File: src/rtl/tfb_pkg.sv
// Shared types and constants for the triple-buffered frame store.
// Holds the func codes, the command word passed from front to back, and queue status.
// No dependencies.
package tfb_pkg;

  localparam int COLOR_W     = 16;
  localparam int COORD_W     = 10;  // covers coordinates 0 to 1023
  localparam int PIX_W       = 20;  // covers a 1024 x 1024 frame
  localparam int OUT_X_W     = 7;
  localparam int OUT_Y_W     = 8;
  localparam int QUEUE_DEPTH = 4;
  localparam int QPTR_W      = 2;
  localparam int QCOUNT_W    = 3;
  localparam int NUM_STORES  = 3;

  localparam logic [2:0] FUNC_SET_PIXEL = 3'd0;
  localparam logic [2:0] FUNC_FILL      = 3'd1;
  localparam logic [2:0] FUNC_CLEAR     = 3'd2;
  localparam logic [2:0] FUNC_FINISH    = 3'd3;
  localparam logic [2:0] FUNC_RENDER    = 3'd4;

  typedef enum logic [1:0] {
    CMD_WRITE,
    CMD_FILL,
    CMD_COMPARE
  } cmd_kind_t;

  typedef struct packed {
    cmd_kind_t            kind;
    logic [1:0]           store_a;  // target store, or queued store for compare
    logic [1:0]           store_b;  // displayed store for compare
    logic [COLOR_W-1:0]   color;
    logic [COORD_W-1:0]   x;
    logic [COORD_W-1:0]   y;
    logic [PIX_W-1:0]     pix;
    logic                 last;
  } cmd_t;

  typedef struct packed {
    logic                empty;
    logic [QCOUNT_W-1:0] count;
  } queue_status_t;

  function automatic logic [1:0] next_store(input logic [1:0] s);
    logic [1:0] n;
    n = (s == 2'(NUM_STORES - 1)) ? 2'd0 : s + 2'd1;
    return n;
  endfunction

endpackage

File: src/rtl/tfb_queue.sv
// Command queue between front and back ends.
// Small register FIFO of cmd_t entries. Depends on tfb_pkg.
module tfb_queue import tfb_pkg::*; (
  input  logic          clk,
  input  logic          rst,
  input  logic          push,
  input  cmd_t          push_cmd,
  input  logic          pop,
  output cmd_t          head,
  output queue_status_t qstat
);

  cmd_t                entries [QUEUE_DEPTH];
  logic [QPTR_W-1:0]   wr_ptr;
  logic [QPTR_W-1:0]   rd_ptr;
  logic [QCOUNT_W-1:0] count;

  assign head        = entries[rd_ptr];
  assign qstat.empty = (count == '0);
  assign qstat.count = count;

  always_ff @(posedge clk) begin
    if (rst) begin
      wr_ptr <= '0;
      rd_ptr <= '0;
      count  <= '0;
    end else begin
      if (push) wr_ptr <= wr_ptr + 1'b1;
      if (pop)  rd_ptr <= rd_ptr + 1'b1;
      case ({push, pop})
        2'b10:   count <= count + 1'b1;
        2'b01:   count <= count - 1'b1;
        default: ;
      endcase
    end
  end

  always_ff @(posedge clk) begin
    if (push) entries[wr_ptr] <= push_cmd;
  end

endmodule

File: config.mk
export PLATFORM = sky130hd
export DESIGN_NAME = tfb_queue
export DESIGN_NICKNAME = d
export VERILOG_FILES = /design/src/rtl/tfb_pkg.sv /design/src/rtl/tfb_queue.sv
export SDC_FILE = /design/constraint.sdc
export NUM_CORES = 1
export LEC_CHECK = 0
export BUFFER_PORTS_ARGS = -buffer_cell sky130_fd_sc_hd__buf_4
export CAP_MARGIN = 10
export CORE_MARGIN = 5
export CORE_UTILIZATION = 50
export DETAILED_ROUTE_END_ITERATION = 8
export PLACE_DENSITY = 0.71
export SLEW_MARGIN = 20
export SYNTH_ARGS = -nofsm -noshare
export SYNTH_HDL_FRONTEND = slang
export SYNTH_SLANG_ARGS = --single-unit
File: constraint.sdc
create_clock -name clk -period 3.7 [get_ports clk]
set_input_delay 0.37 -clock clk [delete_from_list [all_inputs] [get_ports clk]]
set_output_delay 0.37 -clock clk [all_outputs]
set_load 0.05 [all_outputs]
==> reports/results.ini, run 1 <==
[setup_path]
path_buf_inv=2
reg2reg_depth=3
cp.required_ns=3.33
crit_type=reg2out
cp.depth=3
path_cells=buf_12 -> mux4_2 -> buf_4
crit_family=flip-flops
cpPeakStageDelay_ns=0.72
r2r_end=entries[0][36]$_DFFE_PP_
cp-start-kind=flop
endpoint=head[9]
critPathCaptureType=primary output
rr_startpoint=wr_ptr[0]$_SDFFE_PP0P_
cp_slowest_cell=dfxtp_4
critPathMaxFanout=29
r2r_setup_slack_ns=1.90
crit_arrival_ns=2.38

[detailed_routing]
drc_errors=0
viasPerCell=5.43
drt_iter0_drc=191
drt_wl_total_mm=16.7
num_vias=4212
firstDrtPassIters=4
wl_per_cell_um=21.6
ant_nets=0

[die]
die_h_um=148
core_area_sq_um=18800
dieArea_sq_um=22100
io_pins=134
initial_core_util=0.511
num_rows=50
dieWidth_um=148

[worst_hold_path]
hold_path.class=in2reg

[synthesis]
yosysUniqueCellTypes=21
yosys-top-cells-area=edfxtp_1, mux4_2, dfxtp_1
synth.largest_area_cell=edfxtp_1
synth_edf_count=252
yosysSeqAreaShare=0.808
synth_top_flop_cell=edfxtp_1
synthTopCellsByCount=edfxtp_1, mux4_2, dfxtp_1
yosysWarnings=0
ys_seq_elements=261
synth_cells=375
async_flop_share=0
syn_area_per_cell_sq_um=25.6
syn_area_sq_um=9590
synth_top_area_frac=0.789
synth_nets=448
synth_most_common_cell=edfxtp_1

[sta]
rsz0062_at_grt=no
period_share=0.743
finalSetupViolations=0
finClkSkew_ns=0.0229
worstMarginPinSlew_ns=0.980
hold_viol=0
clock.fmax_ghz=0.364
max_slew_margin=0.347
fin_crit_ns=2.75
report.final.slew_viol_count=0
fin_setup_tns_ns=0

[power]
ir_worst_vdd_v=0.000441
powerDensity_nw_per_um2=616
leakagePower_nw=3.95

[outcome]
status=complete, no violations

[placed_design]
globalplace.congestion=0.706
placed_cells_incl_taps=729
io_buffers=133
dpl.hpwl_mm=9.73

[finish]
drive_gt1_frac=0.437
area_growth_pct=21.4
n_antenna_cell=0
layout.cells.non_filler=776
fillerInstances=1297
fin_nets=596

[clocking]
ctsHtreeMaxLevel=1
postCtsHoldBufs=0
cts_buffers=26
clkLatencyLatePin_ns=0.52
cts_tree=yes
cts_resized=0
cts_buffer_depth=3
clk_pin_slew_worst_paths_ns=0.06
clock-root-buffer=clkbuf_16
cts.sinks=261
postCtsSetupBuffers=0

[grt]
use_met2=0.259
grt_pass1_vias=4720
grtUsageTotal=0.155
grt_first_pass_wirelength_mm=26.3
top_usage_layer=met2
antenna_found_initial=1
grt_use_met3=0.0424
grt_start_max_net_pins=64
grt-ovfl-total=0
gr-usage-met1=0.204

[run]
maxCapViolCount=0

==> how the worst min path moves through the flow <==
stage	from	endpoint	slack (ns)	cells after the start
after floorplan	push_cmd[0]	entries[0][0]$_DFFE_PP_	0.47	0
after global placement	rd_ptr[1]$_SDFFE_PP0P_	flop	0.50	2
after detailed placement	count[2]$_SDFFE_PP0P_	count[2]$_SDFFE_PP0P_	0.52	2
after CTS	push_cmd[57]	entries[2][57]$_DFFE_PP_	0.03	1
after global routing	push_cmd[7]	entries[3][7]$_DFFE_PP_	0.02	1
final	push_cmd[57]	entries[2][57]$_DFFE_PP_	0.05	1
==> sequential cells by signal, summed over array words and instances, names as in the netlist, named ones only <==
name and count:
wr_ptr 2, count 3, rd_ptr 2, entries 252
==> report_power, final <==
part	total [mW]	internal [mW]	switching, mW
clock network	2.70	1.68	1.02
logic	1.01	0.365	0.644
registers	3.47	3.39	0.0770
total	7.18	5.44	1.74
==> stage by stage <==
stage               total power [mW]  hold WS [ns]  worst slack (ns)   util  cell area [sq um]
floorplan                       4.24         0.469              1.25      -               9590
CTS                             7.26        0.0272             0.861  0.621              11600
detailed placement              4.56         0.515              1.43  0.573              10800
global route                    7.45        0.0198             0.773  0.621              11600
finish                          7.18        0.0479             0.952  0.621              11600
global placement                4.54         0.500              1.43  0.573              10800
==> cells in the final DEF, fill, tap and decap left out, types with 3 or more instances in the layout <==
master and n:
xor2_1 3, buf_4 134, and2_4 4, clkbuf_16 27, clkinv_1 5, clkbuf_1 6
nor2_1 8, clkinv_2 3, mux4_2 60, bufinv_16 5, edfxtp_1 252, mux4_1 3
inv_1 6, dfxtp_1 7, ha_1 5
==> layout make-up <==
type / count / area, sq um / area share
Timing Repair Buffer: 135 / 1030 / 0.0881
Clock buffer: 33 / 698 / 0.0599
Sequential cell: 261 / 7750 / 0.666
Tap cell: 234 / 293 / 0.0251
Clock inverter: 14 / 191 / 0.0164
Multi-Input combinational cell: 93 / 1660 / 0.143
Inverter: 6 / 22.5 / 0.00193
==> cell families (layout without fill, tap and decap cells) <==
logic type	after synthesis	after routing	synth area share
flops	261	261	0.808
mux	64	64	0.150
buf+inv	21	188	0.0200
simple gates	15	15	0.00731
fa+ha+maj	6	6	0.00861
xor+xnor	5	5	0.00457
compound gates	3	3	0.00157
==> metal layers <==
metal | wire length [um] | vias to the layer above | part of all wire
met5 | 13 | - | 0.00078
met4 | 293 | 2 | 0.018
met3 | 1200 | 28 | 0.072
met2 | 8350 | 134 | 0.50
met1 | 6880 | 2163 | 0.41
li1 | - | 1885 | -
No activity file was read; power rests on OpenSTA's default activity.
==> inputs of run 2 (changes only) <==
--- a/config.mk
+++ b/config.mk
@@ -5,6 +5,7 @@
 export SDC_FILE = /design/constraint.sdc
 export NUM_CORES = 1
 export LEC_CHECK = 0
+export ABC_AREA = 1
 export BUFFER_PORTS_ARGS = -buffer_cell sky130_fd_sc_hd__buf_4
 export CAP_MARGIN = 10
 export CORE_MARGIN = 5
==> constraint.sdc (replaced) <==
create_clock -name clk -period 2.8 [get_ports clk]
set_input_delay 0.28 -clock clk [delete_from_list [all_inputs] [get_ports clk]]
set_output_delay 0.28 -clock clk [all_outputs]
set_load 0.05 [all_outputs]
==> reports/results.ini, run 2 <==
[setup_path]
cp-start-kind=flop
rr_startpoint=wr_ptr[0]$_SDFFE_PP0P_
cpPeakStageDelay_ns=0.69
r2r_setup_slack_ns=0.99
crit_family=flip-flops
crit_arrival_ns=2.33
r2r_end=entries[2][32]$_DFFE_PP_
cp_slowest_cell=dfxtp_4
crit_type=reg2out
critPathMaxFanout=52
path_cells=buf_6 -> o21ai_0 -> o22ai_1 -> buf_4
path_buf_inv=2
reg2reg_depth=5
cp.required_ns=2.52
critPathCaptureType=primary output

[worst_hold_path]
hold_path.class=in2reg
hold_depth=4
hp-start=pop

[finish]
top_register=entries
fin_nets=935
final_cell_mix=edfxtp_1, buf_4, o21ai_0
multi_input_area_sq_um=1960
fillerInstances=1384
n_antenna_cell=0
regArea_sq_um=7750
mostFrequentLayoutCell=edfxtp_1
drive_gt1_frac=0.294
area_growth_pct=28.0
largest_register_ff_count=252
largestRegisters=entries x252, count x3

[synthesis]
synth.largest_area_cell=edfxtp_1
async_flop_share=0
synth_cells=666
syn_area_sq_um=10000
yosys-top-cells-area=edfxtp_1, o21ai_0, o22ai_2
syn_area_per_cell_sq_um=15.1
yosysSeqAreaShare=0.773
yosysWarnings=0
yosysUniqueCellTypes=24
synth_top_area_frac=0.755
synth_most_common_cell=edfxtp_1
synth_edf_count=252
synth_nets=739
synth_top_flop_cell=edfxtp_1
ys_seq_elements=261
synthTopCellsByCount=edfxtp_1, o21ai_0, nor2_1

[sta]
fin_setup_tns_ns=0
report.final.slew_viol_count=0
finalSetupViolations=0
max_slew_margin=0.557
period_share=0.932
fin_crit_ns=2.61
rsz0062_at_grt=no
fin_ws_ns=0.191
worstMarginPinSlew_ns=0.665
finClkSkew_ns=0.0133
clock.fmax_ghz=0.383
hold_viol=0

[clocking]
clock-root-buffer=clkbuf_16
cts_buffers=25
ctsHtreeMaxLevel=1
clkLatencyLatePin_ns=0.51
cts_buffer_depth=3
postCtsSetupBuffers=0
cts_tree=yes
clk_pin_slew_worst_paths_ns=0.06
cts.sinks=261

[power]
ir_worst_vdd_v=0.000646
leakagePower_nw=4.56
powerDensity_nw_per_um2=752

[grt]
grt_pass1_vias=6428
grtUsageTotal=0.187
grt_first_pass_wirelength_mm=33.5
grt_start_max_net_pins=127
antenna_found_initial=1
grt-ovfl-total=0

[detailed_routing]
num_vias=6091
drt_wl_total_mm=21.5
drc_errors=0
ant_nets=0
drt_iter0_drc=377
viasPerCell=5.32
wl_per_cell_um=18.8
firstDrtPassIters=5

[placed_design]
dpl.hpwl_mm=12.3
io_buffers=133
globalplace.congestion=0.769
pre_cts_ws_ns=0.567

[outcome]
status=complete, no violations

[die]
io_pins=134
core_area_sq_um=19600
dieArea_sq_um=23000
die_h_um=152
initial_core_util=0.512
dieWidth_um=152
num_rows=51

[run]
maxCapViolCount=0

run 2: worst min-delay path, cell delays in order:
cell and delay (ns):
buf_4 0.10, nand2_1 0.05, inv_1 0.09, nor2_1 0.05
run 2: kinds of logic after synthesis:
| group | count (synthesis) | synth area share |
|---|---|---|
| compound gates | 200 | 0.126 |
| flops | 261 | 0.773 |
| buf+inv | 58 | 0.0316 |
| fa+ha+maj | 6 | 0.00824 |
| simple gates | 141 | 0.0608 |
run 2: worst max-delay path by stage:
stage                                 startpoint                 endpoint  slack, ns  cells after the start
after floorplan           wr_ptr[0]$_SDFFE_PP0P_  entries[2][0]$_DFFE_PP_       0.57                      4
after global placement                      flop                 head[29]       0.69                      4
after detailed placement                    flop                 head[29]       0.57                      4
after CTS                                   flop                 head[29]       0.12                      4
after global routing                        flop                 head[29]       0.05                      4
final                                       flop                 head[29]       0.19                      4
run 2: final cells by class:
class                      count  share of cell area
clock buffer                  27              0.0501
clock inverter                19              0.0227
inverter                      18             0.00663
multi-input combinational    347               0.153
sequential                   261               0.604
tap                          265              0.0258
timing repair buffer         209               0.138
run 2: repair_timing:
item,4_1_cts,5_1_grt
pin swaps,0,0
hold buffers,63,0
endpoints found under the hold margin,252,0
resized for setup,1,2
endpoints found under the setup margin,1,2
run 2: metrics by stage:
step | util | instance area (sq um) | hold slack [ns] | instances | power (mW)
floorplan | - | 10000 | 0.379 | 666 | 5.48
global placement | 0.575 | 11300 | 0.422 | 1037 | 5.91
detailed placement | 0.575 | 11300 | 0.428 | 1037 | 5.95
CTS | 0.655 | 12800 | 0.0746 | 1146 | 9.72
global route | 0.655 | 12800 | 0.114 | 1146 | 9.98
finish | 0.655 | 12800 | 0.0926 | 1146 | 9.65
run 2: per-layer routing:
metal,global-route usage,up-vias,wire (um)
met1,0.237,3006,8680
met3,0.0330,38,1260
li1,-,2885,-
met5,0,-,7
met2,0.334,160,11100
met4,0.0526,2,512
run 2: power breakdown:
group	internal (mW)	total, mW	switching [mW]
Combinational	0.440	1.41	0.971
Sequential	4.46	4.52	0.0582
Clock	2.32	3.72	1.40
