`config.mk`:
```
export PLATFORM = sky130hd
export DESIGN_NAME = tfb_front
export DESIGN_NICKNAME = d
export VERILOG_FILES = /design/src/rtl/tfb_pkg.sv /design/src/rtl/tfb_front.sv
export SDC_FILE = /design/constraint.sdc
export NUM_CORES = 1
export LEC_CHECK = 0
export BUFFER_PORTS_ARGS = -buffer_cell sky130_fd_sc_hd__clkbuf_2
export CAP_MARGIN = 10
export CELL_PAD_IN_SITES_DETAIL_PLACEMENT = 1
export CELL_PAD_IN_SITES_GLOBAL_PLACEMENT = 1
export CORE_UTILIZATION = 40
export DETAILED_ROUTE_END_ITERATION = 16
export PLACE_DENSITY = 0.82
export SYNTH_ARGS = -nofsm -noshare
export SYNTH_HDL_FRONTEND = slang
export SYNTH_SLANG_ARGS = --single-unit
```
`constraint.sdc`:
```
create_clock -name clk -period 8.5 [get_ports clk]
set_clock_uncertainty 0.2 [all_clocks]
set_input_delay 1.275 -clock clk [delete_from_list [all_inputs] [get_ports clk]]
set_output_delay 1.275 -clock clk [all_outputs]
set_load 0.01 [all_outputs]
```
`src/rtl/tfb_pkg.sv`:
```
// Shared types and constants for the triple-buffered frame store.
// Holds the func codes, the command word passed from front to back, and queue status.
// No dependencies.
package tfb_pkg;

  localparam int COLOR_W     = 16;
  localparam int COORD_W     = 10;  // covers coordinates 0 to 1023
  localparam int PIX_W       = 20;  // covers a 1024 x 1024 frame
  localparam int OUT_X_W     = 7;
  localparam int OUT_Y_W     = 8;
  localparam int QUEUE_DEPTH = 4;
  localparam int QPTR_W      = 2;
  localparam int QCOUNT_W    = 3;
  localparam int NUM_STORES  = 3;

  localparam logic [2:0] FUNC_SET_PIXEL = 3'd0;
  localparam logic [2:0] FUNC_FILL      = 3'd1;
  localparam logic [2:0] FUNC_CLEAR     = 3'd2;
  localparam logic [2:0] FUNC_FINISH    = 3'd3;
  localparam logic [2:0] FUNC_RENDER    = 3'd4;

  typedef enum logic [1:0] {
    CMD_WRITE,
    CMD_FILL,
    CMD_COMPARE
  } cmd_kind_t;

  typedef struct packed {
    cmd_kind_t            kind;
    logic [1:0]           store_a;  // target store, or queued store for compare
    logic [1:0]           store_b;  // displayed store for compare
    logic [COLOR_W-1:0]   color;
    logic [COORD_W-1:0]   x;
    logic [COORD_W-1:0]   y;
    logic [PIX_W-1:0]     pix;
    logic                 last;
  } cmd_t;

  typedef struct packed {
    logic                empty;
    logic [QCOUNT_W-1:0] count;
  } queue_status_t;

  function automatic logic [1:0] next_store(input logic [1:0] s);
    logic [1:0] n;
    n = (s == 2'(NUM_STORES - 1)) ? 2'd0 : s + 2'd1;
    return n;
  endfunction

endpackage

```
`src/rtl/tfb_front.sv`:
```
// Front end: accepts items, tracks buffer roles and scan position, wraps coordinates.
// Emits memory commands to the queue. Depends on tfb_pkg.
module tfb_front import tfb_pkg::*; #(
  parameter int WIDTH  = 128,
  parameter int HEIGHT = 160
) (
  input  logic                clk,
  input  logic                rst,
  input  logic                start,
  input  logic [2:0]          func,
  input  logic signed [15:0]  x_coord,
  input  logic signed [15:0]  y_coord,
  input  logic [15:0]         color,
  input  logic                init_busy,
  input  queue_status_t       qstat,
  output logic                busy,
  output logic                push,
  output cmd_t                push_cmd
);

  localparam int FP = WIDTH * HEIGHT;
  localparam int PW = (FP > 1) ? $clog2(FP) : 1;
  localparam int XW = (WIDTH > 1) ? $clog2(WIDTH) : 1;
  localparam int YW = (HEIGHT > 1) ? $clog2(HEIGHT) : 1;
  localparam int RW = 12;
  localparam logic [32:0]   MX     = 33'((64'd1 << 32) / WIDTH);
  localparam logic [32:0]   MY     = 33'((64'd1 << 32) / HEIGHT);
  localparam logic [15:0]   NX16   = 16'(WIDTH);
  localparam logic [15:0]   NY16   = 16'(HEIGHT);
  localparam logic [RW-1:0] NX     = RW'(WIDTH);
  localparam logic [RW-1:0] NY     = RW'(HEIGHT);
  localparam logic [RW-1:0] OFFX   = RW'(32768 % WIDTH);
  localparam logic [RW-1:0] OFFY   = RW'(32768 % HEIGHT);
  localparam logic [PW-1:0] LAST_P = PW'(FP - 1);
  localparam logic [XW-1:0] LAST_X = XW'(WIDTH - 1);

  // r is in [0, 2n); the offset undoes the bias added to make the input unsigned
  function automatic logic [RW-1:0] wrap_fix(input logic [RW-1:0] r, input logic [RW-1:0] n,
                                             input logic [RW-1:0] off);
    logic [RW-1:0] r1;
    logic [RW-1:0] res;
    r1  = (r >= n) ? r - n : r;
    res = (r1 >= off) ? r1 - off : r1 + n - off;
    return res;
  endfunction

  logic [1:0]    draw_idx, draw_idx_next;
  logic [1:0]    shown_idx, shown_idx_next;
  logic [1:0]    queued_idx, queued_idx_next;
  logic          queued_valid, queued_valid_next;
  logic          full, full_next;
  logic [PW-1:0] scan_p, scan_p_next;
  logic [XW-1:0] scan_x, scan_x_next;
  logic [YW-1:0] scan_y, scan_y_next;

  logic          accept;
  logic          cmd_valid;
  cmd_t          cmd_new;
  logic [15:0]   u_x, u_y;
  logic [3:0]    occ;

  logic          s1_valid;
  cmd_t          s1_cmd;
  logic [15:0]   s1_ux, s1_uy;
  logic [48:0]   s1_px, s1_py;
  logic          s2_valid;
  cmd_t          s2_cmd;
  logic [RW-1:0] s2_rx, s2_ry;
  logic [15:0]   qn_x, qn_y;
  logic [15:0]   rem_x, rem_y;

  assign occ    = 4'(qstat.count) + 4'(s1_valid) + 4'(s2_valid);
  assign busy   = init_busy || (occ >= 4'(QUEUE_DEPTH));
  assign accept = start && !busy;

  // bias by half the range so the value is unsigned
  assign u_x = {~x_coord[15], x_coord[14:0]};
  assign u_y = {~y_coord[15], y_coord[14:0]};

  always_comb begin
    draw_idx_next     = draw_idx;
    shown_idx_next    = shown_idx;
    queued_idx_next   = queued_idx;
    queued_valid_next = queued_valid;
    full_next         = full;
    scan_p_next       = scan_p;
    scan_x_next       = scan_x;
    scan_y_next       = scan_y;
    cmd_valid         = 1'b0;
    cmd_new           = '0;
    if (accept) begin
      unique case (func)
        FUNC_SET_PIXEL: begin
          cmd_valid       = !full;
          cmd_new.kind    = CMD_WRITE;
          cmd_new.store_a = draw_idx;
          cmd_new.color   = color;
        end
        FUNC_FILL: begin
          cmd_valid       = !full;
          cmd_new.kind    = CMD_FILL;
          cmd_new.store_a = draw_idx;
          cmd_new.color   = color;
        end
        FUNC_CLEAR: begin
          cmd_valid       = !full;
          cmd_new.kind    = CMD_FILL;
          cmd_new.store_a = draw_idx;
        end
        FUNC_FINISH: begin
          if (!queued_valid) begin
            queued_idx_next   = draw_idx;
            queued_valid_next = 1'b1;
            draw_idx_next     = next_store(draw_idx);
            cmd_valid         = 1'b1;
            cmd_new.kind      = CMD_FILL;
            cmd_new.store_a   = next_store(draw_idx);
          end else begin
            full_next = 1'b1;
          end
        end
        FUNC_RENDER: begin
          if (queued_valid) begin
            cmd_valid       = 1'b1;
            cmd_new.kind    = CMD_COMPARE;
            cmd_new.store_a = queued_idx;
            cmd_new.store_b = shown_idx;
            cmd_new.x       = COORD_W'(scan_x);
            cmd_new.y       = COORD_W'(scan_y);
            cmd_new.pix     = PIX_W'(scan_p);
            cmd_new.last    = (scan_p == LAST_P);
            if (scan_p == LAST_P) begin
              shown_idx_next    = queued_idx;
              queued_valid_next = 1'b0;
              full_next         = 1'b0;
              scan_p_next       = '0;
              scan_x_next       = '0;
              scan_y_next       = '0;
            end else begin
              scan_p_next = scan_p + 1'b1;
              if (scan_x == LAST_X) begin
                scan_x_next = '0;
                scan_y_next = scan_y + 1'b1;
              end else begin
                scan_x_next = scan_x + 1'b1;
              end
            end
          end
        end
        default: ;
      endcase
    end
  end

  always_ff @(posedge clk) begin
    if (rst) begin
      draw_idx     <= 2'd0;
      shown_idx    <= 2'd2;
      queued_idx   <= 2'd0;
      queued_valid <= 1'b0;
      full         <= 1'b0;
      scan_p       <= '0;
      scan_x       <= '0;
      scan_y       <= '0;
      s1_valid     <= 1'b0;
      s2_valid     <= 1'b0;
    end else begin
      draw_idx     <= draw_idx_next;
      shown_idx    <= shown_idx_next;
      queued_idx   <= queued_idx_next;
      queued_valid <= queued_valid_next;
      full         <= full_next;
      scan_p       <= scan_p_next;
      scan_x       <= scan_x_next;
      scan_y       <= scan_y_next;
      s1_valid     <= cmd_valid;
      s2_valid     <= s1_valid;
    end
  end

  // coordinate wrap: reciprocal multiply, then remainder, then one correction
  assign qn_x  = s1_px[47:32] * NX16;
  assign qn_y  = s1_py[47:32] * NY16;
  assign rem_x = s1_ux - qn_x;
  assign rem_y = s1_uy - qn_y;

  always_ff @(posedge clk) begin
    s1_cmd <= cmd_new;
    s1_ux  <= u_x;
    s1_uy  <= u_y;
    s1_px  <= u_x * MX;
    s1_py  <= u_y * MY;
    s2_cmd <= s1_cmd;
    s2_rx  <= RW'(rem_x);
    s2_ry  <= RW'(rem_y);
  end

  always_comb begin
    push     = s2_valid;
    push_cmd = s2_cmd;
    if (s2_cmd.kind == CMD_WRITE) begin
      push_cmd.x = COORD_W'(wrap_fix(s2_rx, NX, OFFX));
      push_cmd.y = COORD_W'(wrap_fix(s2_ry, NY, OFFY));
    end
  end

endmodule

```
==> impl_metrics.json <==
{
  "status": "completed",
  "cts_resized": 0,
  "holdCritStartpoint": "s1_px[27]",
  "ys_async_sr_fraction_pct": 0,
  "met2_length_microns": 12000,
  "portBuffers": 105,
  "synth-seq-area-share_pct": 36.1,
  "yosysUniqueCellTypes": 63,
  "tightestPinTransition_ps": 639,
  "power-per-cell-area_mw_per_mm2": 371,
  "vias": 7063,
  "slew_headroom_pct": 57.0,
  "wl_met1_microns": 9960,
  "tritoncts": "yes",
  "die_w_microns": 165,
  "ios": 124,
  "first_global_vias": 7710,
  "cts_buffers": 17,
  "multi_input_area_sq_mm": 0.00572,
  "yosysWarnings": 0,
  "cts.clk_slew.worst_paths_ps": 70,
  "cts_root_buffer": "clkbuf_16",
  "synth_edf_count": 0,
  "end_kind": "register",
  "postCtsSetupBuffers": 0,
  "synth_area_sq_mm": 0.0106,
  "path_max_fanout": 5,
  "fin_area_sq_mm": 0.0117,
  "min_path_type": "reg2reg",
  "htreeDepth": 4,
  "timing.rr.end": "scan_p[11]",
  "core-area_sq_mm": 0.0260,
  "synth_largest_area_cell": "dfxtp_1",
  "synthTopCellsByArea": "dfxtp_1 (36%), ha_1 (16%), fa_1 (14%), inv_1 (6.1%), buf_4 (3.3%)",
  "min_period_ps": 6690,
  "finalSetupViolCount": 0,
  "cts.sinks": 191,
  "routabilityCongestion": 0.848,
  "synth_simple_gate_area_share_pct": 11.3,
  "synthXorXnorAreaFrac_pct": 3.71,
  "hold_depth": 0,
  "finalSetupTns_ps": 0,
  "pre_cts_ws_ps": 1290,
  "viasPerCell": 4.86,
  "synthAdderAreaFrac_pct": 29.7,
  "top_layer": "met4",
  "ff2ff_path_depth": 9,
  "grt_overflow_total": 0,
  "synth_top_area_share_pct": 36.1,
  "synth_area_per_cell_sq_um": 10.3,
  "route.met3.wl_microns": 974,
  "hold_viol_final": 0,
  "drive_gt1_share_pct": 15.6,
  "area_growth_pct": 10.9,
  "grt.total_usage_pct": 18.8,
  "reg2reg_slack_ps": 5340,
  "utilization_pct": 45.2,
  "grt_pass1_wl_microns": 39000,
  "clock_latency_ps": 430,
  "cap_violations": 0,
  "rows": 59,
  "start_util_pct": 40.7,
  "finalWorstSetupSlack_ps": 1810,
  "hold_end": "s2_rx[2]",
  "whs_ps": 123,
  "vdd.ir_drop.worst_v": 0.000210,
  "yosysMostFrequentCell": "dfxtp_1",
  "synth_compound_gate_area_share_pct": 6.62,
  "die-height_microns": 165,
  "seq_area_sq_mm": 0.00382,
  "rsz0062_at_grt": "no",
  "worstSetupStartpointType": "primary input",
  "drt-pass1-iter-count": 5,
  "synth_commonest_cells": "dfxtp_1 (191), inv_1 (172), ha_1 (133)",
  "synth_top_family_by_area": "adder cells",
  "grt_start_max_net_pins": 43,
  "r2r_start": "push",
  "nets": 1371,
  "drc": 0,
  "place_hpwl_microns": 19300,
  "crit_required_ps": 8630,
  "drv_slew": 0,
  "p_leak_nw": 5.75,
  "critical_path_class": "in2reg",
  "worst_ep_arrival_time_ps": 6820,
  "ys_ff_latch": 191,
  "synth_ff_type": "dfxtp_1",
  "fmax_mhz": 150,
  "die-area_sq_mm": 0.0271,
  "drt-total-wl_microns": 23700,
  "ant_nets": 0,
  "antenna_cells": 0,
  "final.fill_count": 2955,
  "antenna_found_initial": 0,
  "fin_crit_sh_pct": 78.7,
  "wl_per_cell_microns": 16.3,
  "place_area_sq_mm": 0.0112,
  "postCtsHoldBufs": 0,
  "synthMuxAreaShare_pct": 2.42,
  "cts_buffer_depth": 2,
  "detail_route.iter0.violations": 243,
  "syn_inst": 1030
}
stage by stage:
step | instances | power [W]
floorplan | 1037 | 0.00292
global placement | 1421 | 0.00345
detailed placement | 1421 | 0.00360
CTS | 1453 | 0.00441
global route | 1453 | 0.00482
finish | 1453 | 0.00436
registers in the layout, summed over array words and instances, names as in the netlist:
register / flops
s2_cmd: 15
queued_valid: 1
s1_py: 7
s1_valid: 1
s1_cmd: 53
push: 1
queued_idx: 2
scan_p: 15
s2_ry: 12
draw_idx: 2
scan_y: 8
shown_idx: 2
s2_rx: 7
scan_x: 7
push_cmd: 38
s1_px: 7
s1_uy: 12
full: 1
area by class of cell:
cell class / instances / share of cell area, %
clock buffer: 17 / 3.62
sequential: 191 / 32.6
multi-input combinational: 615 / 48.7
clock inverter: 15 / 1.41
timing repair buffer: 107 / 4.60
inverter: 173 / 5.53
tap: 335 / 3.57
cells in the final DEF, fill, tap and decap left out, types with 7 or more instances in the layout:
master	Yosys	final
and2_1	49	49
mux2_2	13	13
xor2_1	22	22
o21ai_0	19	19
nand4_1	10	10
fa_1	74	74
conb_1	1	8
mux2i_1	11	11
nand2_1	35	35
a21o_1	13	13
and3_1	10	10
nor2b_1	7	7
nand3_1	14	14
ha_1	133	133
dfxtp_1	191	191
a21oi_1	46	46
nor3_1	9	9
xnor2_1	21	21
inv_1	172	172
clkbuf_2	0	105
nor2_1	52	52
clkbuf_16	0	17
how the worst max path moves through the flow:
stage           startpoint         to  slack [ps]  cells past startpoint
3_3_place_gp   y_coord[14]  s1_py[36]        1510                     19
2_1_floorplan  y_coord[15]  s1_py[36]        2290                     18
6_report        y_coord[8]  s1_py[36]        1810                     21
3_5_place_dp    y_coord[8]  s1_py[36]        1290                     21
5_1_grt         y_coord[8]  s1_py[36]        1510                     21
4_1_cts         y_coord[8]  s1_py[36]        1760                     21
power by group:
group | internal (W) | switching, W
sequential | 0.000955 | 0.0000365
clock | 0.000394 | 0.000376
combinational | 0.00111 | 0.00149
total | 0.00246 | 0.00190
logic make-up after synthesis:
| logic type | after synthesis |
|---|---|
| other | 1 |
| multiplexers | 24 |
| adder cells (fa/ha/maj) | 207 |
| AO/OA/AOI/OAI | 111 |
| XOR/XNOR | 44 |
| flip-flops | 191 |
| AND/OR/NAND/NOR | 221 |
| buffers and inverters | 231 |
routing by layer:
metal / track usage [%] / up-vias
met5: 0 / -
met4: 7.76 / 0
met3: 2.96 / 47
met2: 33.4 / 160
met1: 22.3 / 3439
li1: - / 3417
critical path: stages:
cell      delay (ps)
clkbuf_2         200
inv_1             70
ha_1             300
inv_1            100
fa_1             490
fa_1             620
inv_1            140
fa_1             630
xnor2_1          100
ha_1             280
inv_1             60
fa_1             550
inv_1             60
ha_1             360
nand3_1          150
nor3_1           220
o211ai_1         160
a31oi_1          350
o211ai_1         230
nor2b_1          220
o311ai_0         250
No activity file was read; power rests on OpenSTA's default activity.
